`config.mk`:
```
export PLATFORM = sky130hd
export DESIGN_NAME = irrigation_bandit_learner
export DESIGN_NICKNAME = d
export VERILOG_FILES = /design/src/ibl_pkg.sv /design/src/irrigation_bandit_learner.sv
export SDC_FILE = /design/constraint.sdc
export NUM_CORES = 2
export LEC_CHECK = 0
export BUFFER_PORTS_ARGS = -buffer_cell sky130_fd_sc_hd__buf_2
export CAP_MARGIN = 40
export CORE_MARGIN = 2
export CORE_UTILIZATION = 46
export CTS_CLUSTER_DIAMETER = 200
export DETAILED_ROUTE_END_ITERATION = 8
export GPL_TIMING_DRIVEN = 0
export MAX_ROUTING_LAYER = met4
export PLACE_DENSITY = 0.69
export SYNTH_ARGS = -nofsm -noshare
export SYNTH_HDL_FRONTEND = slang
export SYNTH_SLANG_ARGS = --single-unit
```
`constraint.sdc`:
```
create_clock -name i_clk -period 12 [get_ports i_clk]
set_input_delay 1.2 -clock i_clk [delete_from_list [all_inputs] [get_ports i_clk]]
set_output_delay 1.2 -clock i_clk [all_outputs]
set_load 0.005 [all_outputs]
```
`src/ibl_pkg.sv`:
```
// Package for the irrigation bandit learner: state type, edges, rewards, durations.
// No dependencies.
package ibl_pkg;

    typedef enum logic [2:0] {
        S_IDLE,
        S_SCAN,
        S_DIV,
        S_WRITE,
        S_DONE
    } t_state;

    localparam int CELLS = 25;

    localparam logic [1:0] KIND_MONITOR   = 2'd0;
    localparam logic [1:0] KIND_IRRIGATE  = 2'd1;
    localparam logic [1:0] KIND_EMERGENCY = 2'd2;

    localparam logic [14:0] EDGE_20 = 15'd5120;
    localparam logic [14:0] EDGE_30 = 15'd7680;
    localparam logic [14:0] EDGE_40 = 15'd10240;
    localparam logic [14:0] EDGE_45 = 15'd11520;
    localparam logic [14:0] EDGE_50 = 15'd12800;
    localparam logic signed [15:0] CHG_5  = 16'sd1280;
    localparam logic signed [15:0] CHG_10 = 16'sd2560;
    localparam logic signed [15:0] CHG_20 = 16'sd5120;
    localparam logic signed [15:0] CHG_30 = 16'sd7680;

    localparam logic signed [15:0] R_POS_1    = 16'sd16384;
    localparam logic signed [15:0] R_HALF     = 16'sd8192;
    localparam logic signed [15:0] R_QUARTER  = 16'sd4096;
    localparam logic signed [15:0] R_NEG_03   = -16'sd4915;
    localparam logic signed [15:0] R_NEG_HALF = -16'sd8192;
    localparam logic signed [15:0] R_NEG_1    = -16'sd16384;

    function automatic logic [3:0] dur_of(input logic [2:0] a);
        logic [3:0] d;
        case (a)
            3'd0: d = 4'd2;
            3'd1: d = 4'd4;
            3'd2: d = 4'd6;
            3'd3: d = 4'd8;
            3'd4: d = 4'd10;
            default: d = 4'd2;
        endcase
        return d;
    endfunction

    function automatic logic [2:0] bin_of(input logic [14:0] m);
        logic [2:0] b;
        if (m < EDGE_20) b = 3'd0;
        else if (m < EDGE_30) b = 3'd1;
        else if (m < EDGE_40) b = 3'd2;
        else if (m < EDGE_50) b = 3'd3;
        else b = 3'd4;
        return b;
    endfunction

    // fold hex digits (16 is 1 modulo 5), then reduce by compare and subtract
    function automatic logic [2:0] mod5(input logic [18:0] v);
        logic [6:0] s1;
        logic [4:0] s2;
        logic [4:0] r;
        s1 = 7'(v[3:0]) + 7'(v[7:4]) + 7'(v[11:8]) + 7'(v[15:12]) + 7'(v[18:16]);
        s2 = 5'(s1[6:4]) + 5'(s1[3:0]);
        if (s2 >= 5'd15) r = s2 - 5'd15;
        else if (s2 >= 5'd10) r = s2 - 5'd10;
        else if (s2 >= 5'd5) r = s2 - 5'd5;
        else r = s2;
        return r[2:0];
    endfunction

endpackage

```
`src/irrigation_bandit_learner.sv`:
```
// Irrigation bandit learner top level: sequencer, score/count tables, serial divider.
// Depends on ibl_pkg.
//
// One transaction at a time; busy is high from acceptance through the result strobe.
// Emergency, monitoring and non-irrigated learn transactions go straight from idle to
// the result strobe. An irrigating decide scans the five cells of its bin through one
// shared adder/compare: one pass summing counts while exploring, a second pass comparing
// scores when picking the best score. An irrigated learn transaction loads and runs a
// 17-step restoring divider for (reward - score)/(n+1), then writes back before its
// strobe. The next transaction can be accepted once the block is back in idle after
// the strobe. The result is shown for one cycle on o_valid and cannot be stalled.
// Tables are cleared at reset.
module irrigation_bandit_learner (
    input  logic        i_clk,
    input  logic        i_rst_n,
    input  logic        start,
    output logic        busy,
    input  logic        i_cfg_we,
    input  logic [5:0]  i_cfg_data,
    input  logic        i_op,
    input  logic        i_system_healthy,
    input  logic        i_water_available,
    input  logic [14:0] i_moisture,
    input  logic [14:0] i_prev_moisture,
    input  logic        i_prev_irrigated,
    input  logic [3:0]  i_prev_duration,
    output logic        o_valid,
    output logic [1:0]  o_decision_kind,
    output logic        o_irrigate,
    output logic        o_emergency,
    output logic [3:0]  o_duration,
    output logic        o_learned
);
    localparam int IW = $clog2(ibl_pkg::CELLS);

    ibl_pkg::t_state r_state, n_state;
    logic [15:0] r_score [ibl_pkg::CELLS];
    logic [15:0] r_count [ibl_pkg::CELLS];
    logic [5:0]  r_expl;
    logic [IW-1:0] r_base;
    logic [2:0]  r_a, r_best;
    logic        r_pass;
    logic [18:0] r_total;
    logic signed [15:0] r_bscore;
    logic [IW-1:0] r_idx;
    logic signed [15:0] r_old;
    logic signed [15:0] r_rew;
    logic [16:0] r_den, r_quo;
    logic [17:0] r_rem;
    logic [16:0] r_num;
    logic        r_neg;
    logic [4:0]  r_step;
    logic [3:0]  r_dur;
    logic        r_kind_irr, r_learn;

    logic [IW-1:0] w_cell;
    logic [IW-1:0] w_lidx;
    logic signed [15:0] w_s;
    logic [17:0] w_trial;
    logic        w_scan_last;
    logic signed [15:0] w_rew, w_d;
    logic [2:0]  w_act, w_pbin, w_mbin;
    logic signed [17:0] w_diff;
    logic signed [16:0] w_q;

    assign w_cell = r_base + IW'(r_a);
    assign w_lidx = IW'({2'b00, w_pbin} * 5'd5 + {2'b00, w_act});
    assign w_s = $signed(r_score[w_cell]);
    assign w_scan_last = (r_a == 3'd4);
    assign w_trial = {r_rem[16:0], r_num[16]} - {1'b0, r_den};
    assign w_q = r_neg ? -$signed(r_quo) : $signed(r_quo);
    assign w_pbin = ibl_pkg::bin_of(i_prev_moisture);
    assign w_mbin = ibl_pkg::bin_of(i_moisture);
    assign w_d = $signed({1'b0, i_moisture}) - $signed({1'b0, i_prev_moisture});

    always_comb begin
        w_act = 3'd0;
        for (int a = 4; a >= 0; a--) begin
            if (i_prev_duration == ibl_pkg::dur_of(3'(a))) w_act = 3'(a);
        end
        if (i_prev_moisture < ibl_pkg::EDGE_30) begin
            if (w_d >= ibl_pkg::CHG_10 && w_d <= ibl_pkg::CHG_30) w_rew = ibl_pkg::R_POS_1;
            else if (w_d > ibl_pkg::CHG_30) w_rew = ibl_pkg::R_QUARTER;
            else w_rew = ibl_pkg::R_NEG_HALF;
        end else if (i_prev_moisture >= ibl_pkg::EDGE_45) begin
            if (w_d > ibl_pkg::CHG_10) w_rew = ibl_pkg::R_NEG_1;
            else w_rew = ibl_pkg::R_HALF;
        end else begin
            if (w_d >= ibl_pkg::CHG_5 && w_d <= ibl_pkg::CHG_20) w_rew = ibl_pkg::R_POS_1;
            else if (w_d > ibl_pkg::CHG_20) w_rew = ibl_pkg::R_QUARTER;
            else w_rew = ibl_pkg::R_NEG_03;
        end
        w_diff = 18'(r_rew) - 18'(r_old);
    end

    always_comb begin
        n_state = r_state;
        case (r_state)
            ibl_pkg::S_IDLE: begin
                if (start) begin
                    if (i_op) n_state = i_prev_irrigated ? ibl_pkg::S_DIV : ibl_pkg::S_DONE;
                    else if (i_system_healthy && i_water_available) n_state = ibl_pkg::S_SCAN;
                    else n_state = ibl_pkg::S_DONE;
                end
            end
            ibl_pkg::S_SCAN: begin
                if (w_scan_last && (r_pass || r_total + 19'(r_count[w_cell]) < 19'(r_expl)))
                    n_state = ibl_pkg::S_DONE;
            end
            ibl_pkg::S_DIV:   if (r_step == 5'd17) n_state = ibl_pkg::S_WRITE;
            ibl_pkg::S_WRITE: n_state = ibl_pkg::S_DONE;
            ibl_pkg::S_DONE:  n_state = ibl_pkg::S_IDLE;
            default:          n_state = ibl_pkg::S_IDLE;
        endcase
    end

    always_comb begin
        busy = (r_state != ibl_pkg::S_IDLE);
        o_valid = (r_state == ibl_pkg::S_DONE);
    end

    always_ff @(posedge i_clk) begin
        if (!i_rst_n) begin
            r_state <= ibl_pkg::S_IDLE;
            r_expl  <= 6'd10;
            for (int i = 0; i < ibl_pkg::CELLS; i++) begin
                r_score[i] <= '0;
                r_count[i] <= '0;
            end
            r_kind_irr <= 1'b0;
            r_learn <= 1'b0;
            o_decision_kind <= ibl_pkg::KIND_MONITOR;
            o_irrigate <= 1'b0;
            o_emergency <= 1'b0;
            o_learned <= 1'b0;
        end else begin
            r_state <= n_state;
            if (i_cfg_we) r_expl <= i_cfg_data;
            case (r_state)
                ibl_pkg::S_IDLE: begin
                    if (start) begin
                        r_a <= '0;
                        r_pass <= 1'b0;
                        r_total <= '0;
                        r_best <= '0;
                        r_base <= IW'({2'b00, w_mbin} * 5'd5);
                        r_learn <= i_op;
                        r_kind_irr <= !i_op && i_system_healthy && i_water_available;
                        o_emergency <= !i_op && !i_system_healthy;
                        o_decision_kind <= i_op ? ibl_pkg::KIND_MONITOR :
                            !i_system_healthy ? ibl_pkg::KIND_EMERGENCY :
                            i_water_available ? ibl_pkg::KIND_IRRIGATE : ibl_pkg::KIND_MONITOR;
                        o_irrigate <= !i_op && i_system_healthy && i_water_available;
                        o_learned <= i_op && i_prev_irrigated;
                        r_dur <= '0;
                        r_idx <= w_lidx;
                        r_old <= $signed(r_score[w_lidx]);
                        r_rew <= w_rew;
                        r_den <= 17'(r_count[w_lidx]) + 17'd1;
                        r_step <= '0;
                        r_rem <= '0;
                    end
                end
                ibl_pkg::S_SCAN: begin
                    r_a <= w_scan_last ? 3'd0 : r_a + 3'd1;
                    if (!r_pass) begin
                        r_total <= r_total + 19'(r_count[w_cell]);
                        if (w_scan_last) begin
                            r_pass <= 1'b1;
                            r_dur <= ibl_pkg::dur_of(
                                ibl_pkg::mod5(r_total + 19'(r_count[w_cell])));
                        end
                    end else begin
                        if (r_a == 3'd0 || w_s > r_bscore) begin
                            r_bscore <= w_s;
                            r_best <= r_a;
                        end
                        if (w_scan_last)
                            r_dur <= ibl_pkg::dur_of((w_s > r_bscore) ? r_a : r_best);
                    end
                end
                ibl_pkg::S_DIV: begin
                    if (r_step == 5'd0) begin
                        r_neg <= w_diff[17];
                        r_num <= w_diff[17] ? 17'(-w_diff) : 17'(w_diff);
                        r_rem <= '0;
                        r_quo <= '0;
                        r_step <= 5'd1;
                    end else begin
                        r_num <= {r_num[15:0], 1'b0};
                        if (!w_trial[17]) begin
                            r_rem <= w_trial;
                            r_quo <= {r_quo[15:0], 1'b1};
                        end else begin
                            r_rem <= {r_rem[16:0], r_num[16]};
                            r_quo <= {r_quo[15:0], 1'b0};
                        end
                        r_step <= r_step + 5'd1;
                    end
                end
                ibl_pkg::S_WRITE: begin
                    r_score[r_idx] <= 16'(r_old + 16'(w_q));
                    if (r_count[r_idx] != 16'hFFFF) r_count[r_idx] <= r_count[r_idx] + 16'd1;
                end
                ibl_pkg::S_DONE: ;
                default: ;
            endcase
        end
    end

    assign o_duration = r_kind_irr && !r_learn ? r_dur : 4'd0;

endmodule

```
==> flow_summary_export.csv <==
group,metric,value,unit
outcome,status,"complete, no violations",
clock_tree,numCtsBuffers,134,
die,rows,142,
grt,grt_pass1_wl,380000,um
clock_tree,post_cts_resized,0,
detailed_routing,drc,0,
placement,port_buffers,56,
worst_setup_path,arrival,11.91,ns
synth,synth-simple-area-share,9.42,%
finish,fin_cells,7279,
synth,synthFlopType,"edfxtp_1",
sta,report.final.setup_viol,0,
pwr,power_switching,8.32,mW
sta,rsz0062_at_grt,"no",
sta,worst_pin_slew,0.985,ns
synth,synth_area_per_cell,14.5,um^2
worst_setup_path,slowest_delay,0.80,ns
clock_tree,cts_root_buf,"clkbuf_16",
clock_tree,cts_setup_buffers,0,
sta,period_minus_slack,11.28,ns
synth,synth_common_cells,"edfxtp_1, nor2_1, mux4_2, clkbuf_1, nand2_1",
synth,synth-seq-cells,1192,
pwr,pwr-share-seq,24.9,%
die,io_pins,59,
worst_setup_path,required,12.63,ns
sta,setup_tns,0,ns
grt,grt_pass1_vias,48500,
die,start_util,46.3,%
grt,grt-ovfl-total,0,
detailed_routing,routed_wirelength,278000,um
sta,slew_headroom,34.2,%
placement,place_inst,7012,
synth,synth_area,69100,um^2
min_path,hp-start,"o_decision_kind[0]",
pwr,powerDensity,249,nW/um^2
clock_tree,clk_latency,0.81,ns
synth,synth.distinct_cells,92,
worst_setup_path,critPathLaunchType,"flip-flop",
synth,synth_fp_nets,4969,
pwr,power.internal,11.4,mW
job,maxCapViolCount,0,
detailed_routing,via_per_inst,7.08,
synth,synth_mux_area_share,27.4,%
synth,yosys.area.top_type,"edfxtp_1",
min_path,hp-class,"reg2reg",
detailed_routing,dr.first_iter.drc_count,10100,
pwr,comb_power_share,54.1,%
synth,synth-compound-area-share,3.58,%
detailed_routing,ant_nets,0,
detailed_routing,wl_per_cell,38.2,um
sta,hold_violations,0,
sta,fmaxAchievable,88.7,MHz
finish,stdcell_area,79300,um^2
worst_setup_path,crit_type,"reg2reg",
clock_tree,htree_num_levels,4,
synth,yosys-top-cells-area,"edfxtp_1, mux4_2, nor2_1",
worst_setup_path,r2r-start,"r_a[0]",
pwr,leakage,28.3,nW
grt,grt_antenna_before_repair,12,
worst_setup_path,worst_path_max_delay_cell,"clkbuf_2",
sta,skew,0.0347,ns
worst_setup_path,endpoint_kind,"flip-flop",
placement,place_area,74900,um^2
synth,yosysSeqAreaShare,51.5,%
finish,drive_gt1_share,28.7,%
worst_setup_path,critPathMaxFanout,10,
sta,finalCritPeriodShare,94.0,%
die,die_x,392,um
grt,grt_usage,37.4,%
placement,dp.final_hpwl,208000,um
synth,synthCells,4767,
worst_setup_path,startpoint,"r_a[0]",
synth,yosysMostFrequentCell,"edfxtp_1",
pwr,p_sw_share,42.2,%
clock_tree,holdBufCountCts,0,
synth,synth_adder_area_share,2.97,%
die,die_area,153000,um^2
clock_tree,path_clk_slew,0.06,ns
clock_tree,cts.path.max_buffers,3,
synth,synth_edf_count,1173,
synth,yosys.area.top_type_share,51.0,%
die,die_height,392,um
clock_tree,cts_tree,"done",
pwr,power.clock.fraction,21.0,%
sta,maxSlewViolCount,0,
synth,synth_warnings,0,
die,core-area,149000,um^2
sta,hold-worst-slack,0.466,ns
detailed_routing,drtPass1Iterations,8,
grt,grt_max_degree,35,
finish,fillers,12100,
finish,syn_to_final_growth,14.7,%
placement,place_congestion,1.05,
detailed_routing,num_vias,51600,
finish,fin_nets,5338,
pwr,fin_total_pwr,19.7,mW
clock_tree,cts.sinks,1192,
synth,synth-async-reset-ratio,0,%
pwr,vdd_ir_drop_max,1450,uV
synth,synth_top_family_by_area,"multiplexers",
synth,synth-xor-area-share,1.59,%
-- stage by stage --
step                      util, %  worst slack (ns)
final                        53.1             0.721
after global routing         53.1             0.128
after CTS                    53.0             0.897
after detailed placement     50.1             0.921
after global placement       48.1            -0.224
after floorplan                 -              2.51
-- cell type report --
type / count / area (um^2) / area share (%)
Antenna cell: 19 / 47.5 / 0.0600
Clock buffer: 172 / 3620 / 4.57
Clock inverter: 72 / 648 / 0.817
Inverter: 183 / 687 / 0.866
Sequential cell: 1192 / 35600 / 44.9
Timing Repair Buffer: 233 / 3000 / 3.78
Tap cell: 2016 / 2520 / 3.18
Multi-Input combinational cell: 3014 / 31400 / 39.6
Buffer: 378 / 1790 / 2.26
-- worst paths after layout --
kind | cells past startpoint | slack (ns) | end
hold / removal | 2 | 0.47 | o_decision_kind[0]
setup reg to reg | 35 | 0.72 | r_dur[3]
hold reg to reg | 2 | 0.47 | o_decision_kind[0]
setup / recovery | 35 | 0.72 | r_dur[3]
-- critical path: cells and delay by family (launching register included) --
family / cells / cell delay [ns]
xor gates and xnor gates: 3 / 0.77
DFF: 1 / 0.52
AOI/OAI and AO/OA: 9 / 2.19
buffers and inverters: 6 / 1.55
and+or+nand+nor: 3 / 0.56
muxes: 4 / 1.33
adders and majority gates: 10 / 4.17
-- sequential cells by signal (all words and copies together), names as in the netlist, 5 cells and up, named ones only --
register,flops
r_den,17
r_idx,5
r_count,512
r_total,19
r_step,5
r_num,17
r_old,16
r_quo,16
r_base,5
r_rem,17
r_expl,6
r_score,512
r_bscore,16
r_rew,5
-- routing by layer --
layer / track usage [%] / vias to the layer above / share of wire [%]
li1: - / 19500 / -
met1: 44.8 / 25900 / 33
met2: 51.8 / 5129 / 42
met3: 18.0 / 1030 / 17
met4: 20.4 / 0 / 6.8
met5: - / - / 0
-- power by group through the flow --
stage	combinational [mW]	clock (mW)	sequential [mW]
after floorplan	8.40	0	4.95
after global placement	10.2	0	4.99
after detailed placement	10.4	0	4.99
after CTS	10.5	4.12	4.90
after global routing	11.3	4.27	4.92
final	10.7	4.15	4.91
-- layout by cell type (no fill, tap or decap), drive strengths merged, types with 7 or more instances in the layout --
cell type,instances
inv,188
diode,19
fa,17
clkbuf,421
nor4,13
clkinv,56
a21oi,90
a41oi,7
xor2,49
and3,14
o21a,19
ha,137
buf,362
a31oi,13
bufinv,10
nand2b,16
a211oi,19
or2,22
a21o,22
nor3b,18
dfxtp,19
nor2b,24
mux2,40
o2111ai,8
o31ai,12
nand3b,13
xnor2,71
nand2,222
o21ai,97
o211ai,17
nor2,810
nand3,49
and2,30
or3,14
nor3,184
edfxtp,1173
mux2i,63
nand4,13
mux4,792
-- cells by family (layout without fill, tap and decap cells) --
family / after synthesis / after routing
AOI/OAI and AO/OA: 379 / 379
xor gates and xnor gates: 121 / 121
adders and majority gates: 154 / 154
buffers and inverters: 561 / 1038
DFF: 1192 / 1192
muxes: 895 / 895
other: 1 / 20
and+or+nand+nor: 1464 / 1464
Power figures use the tool's default switching activity.
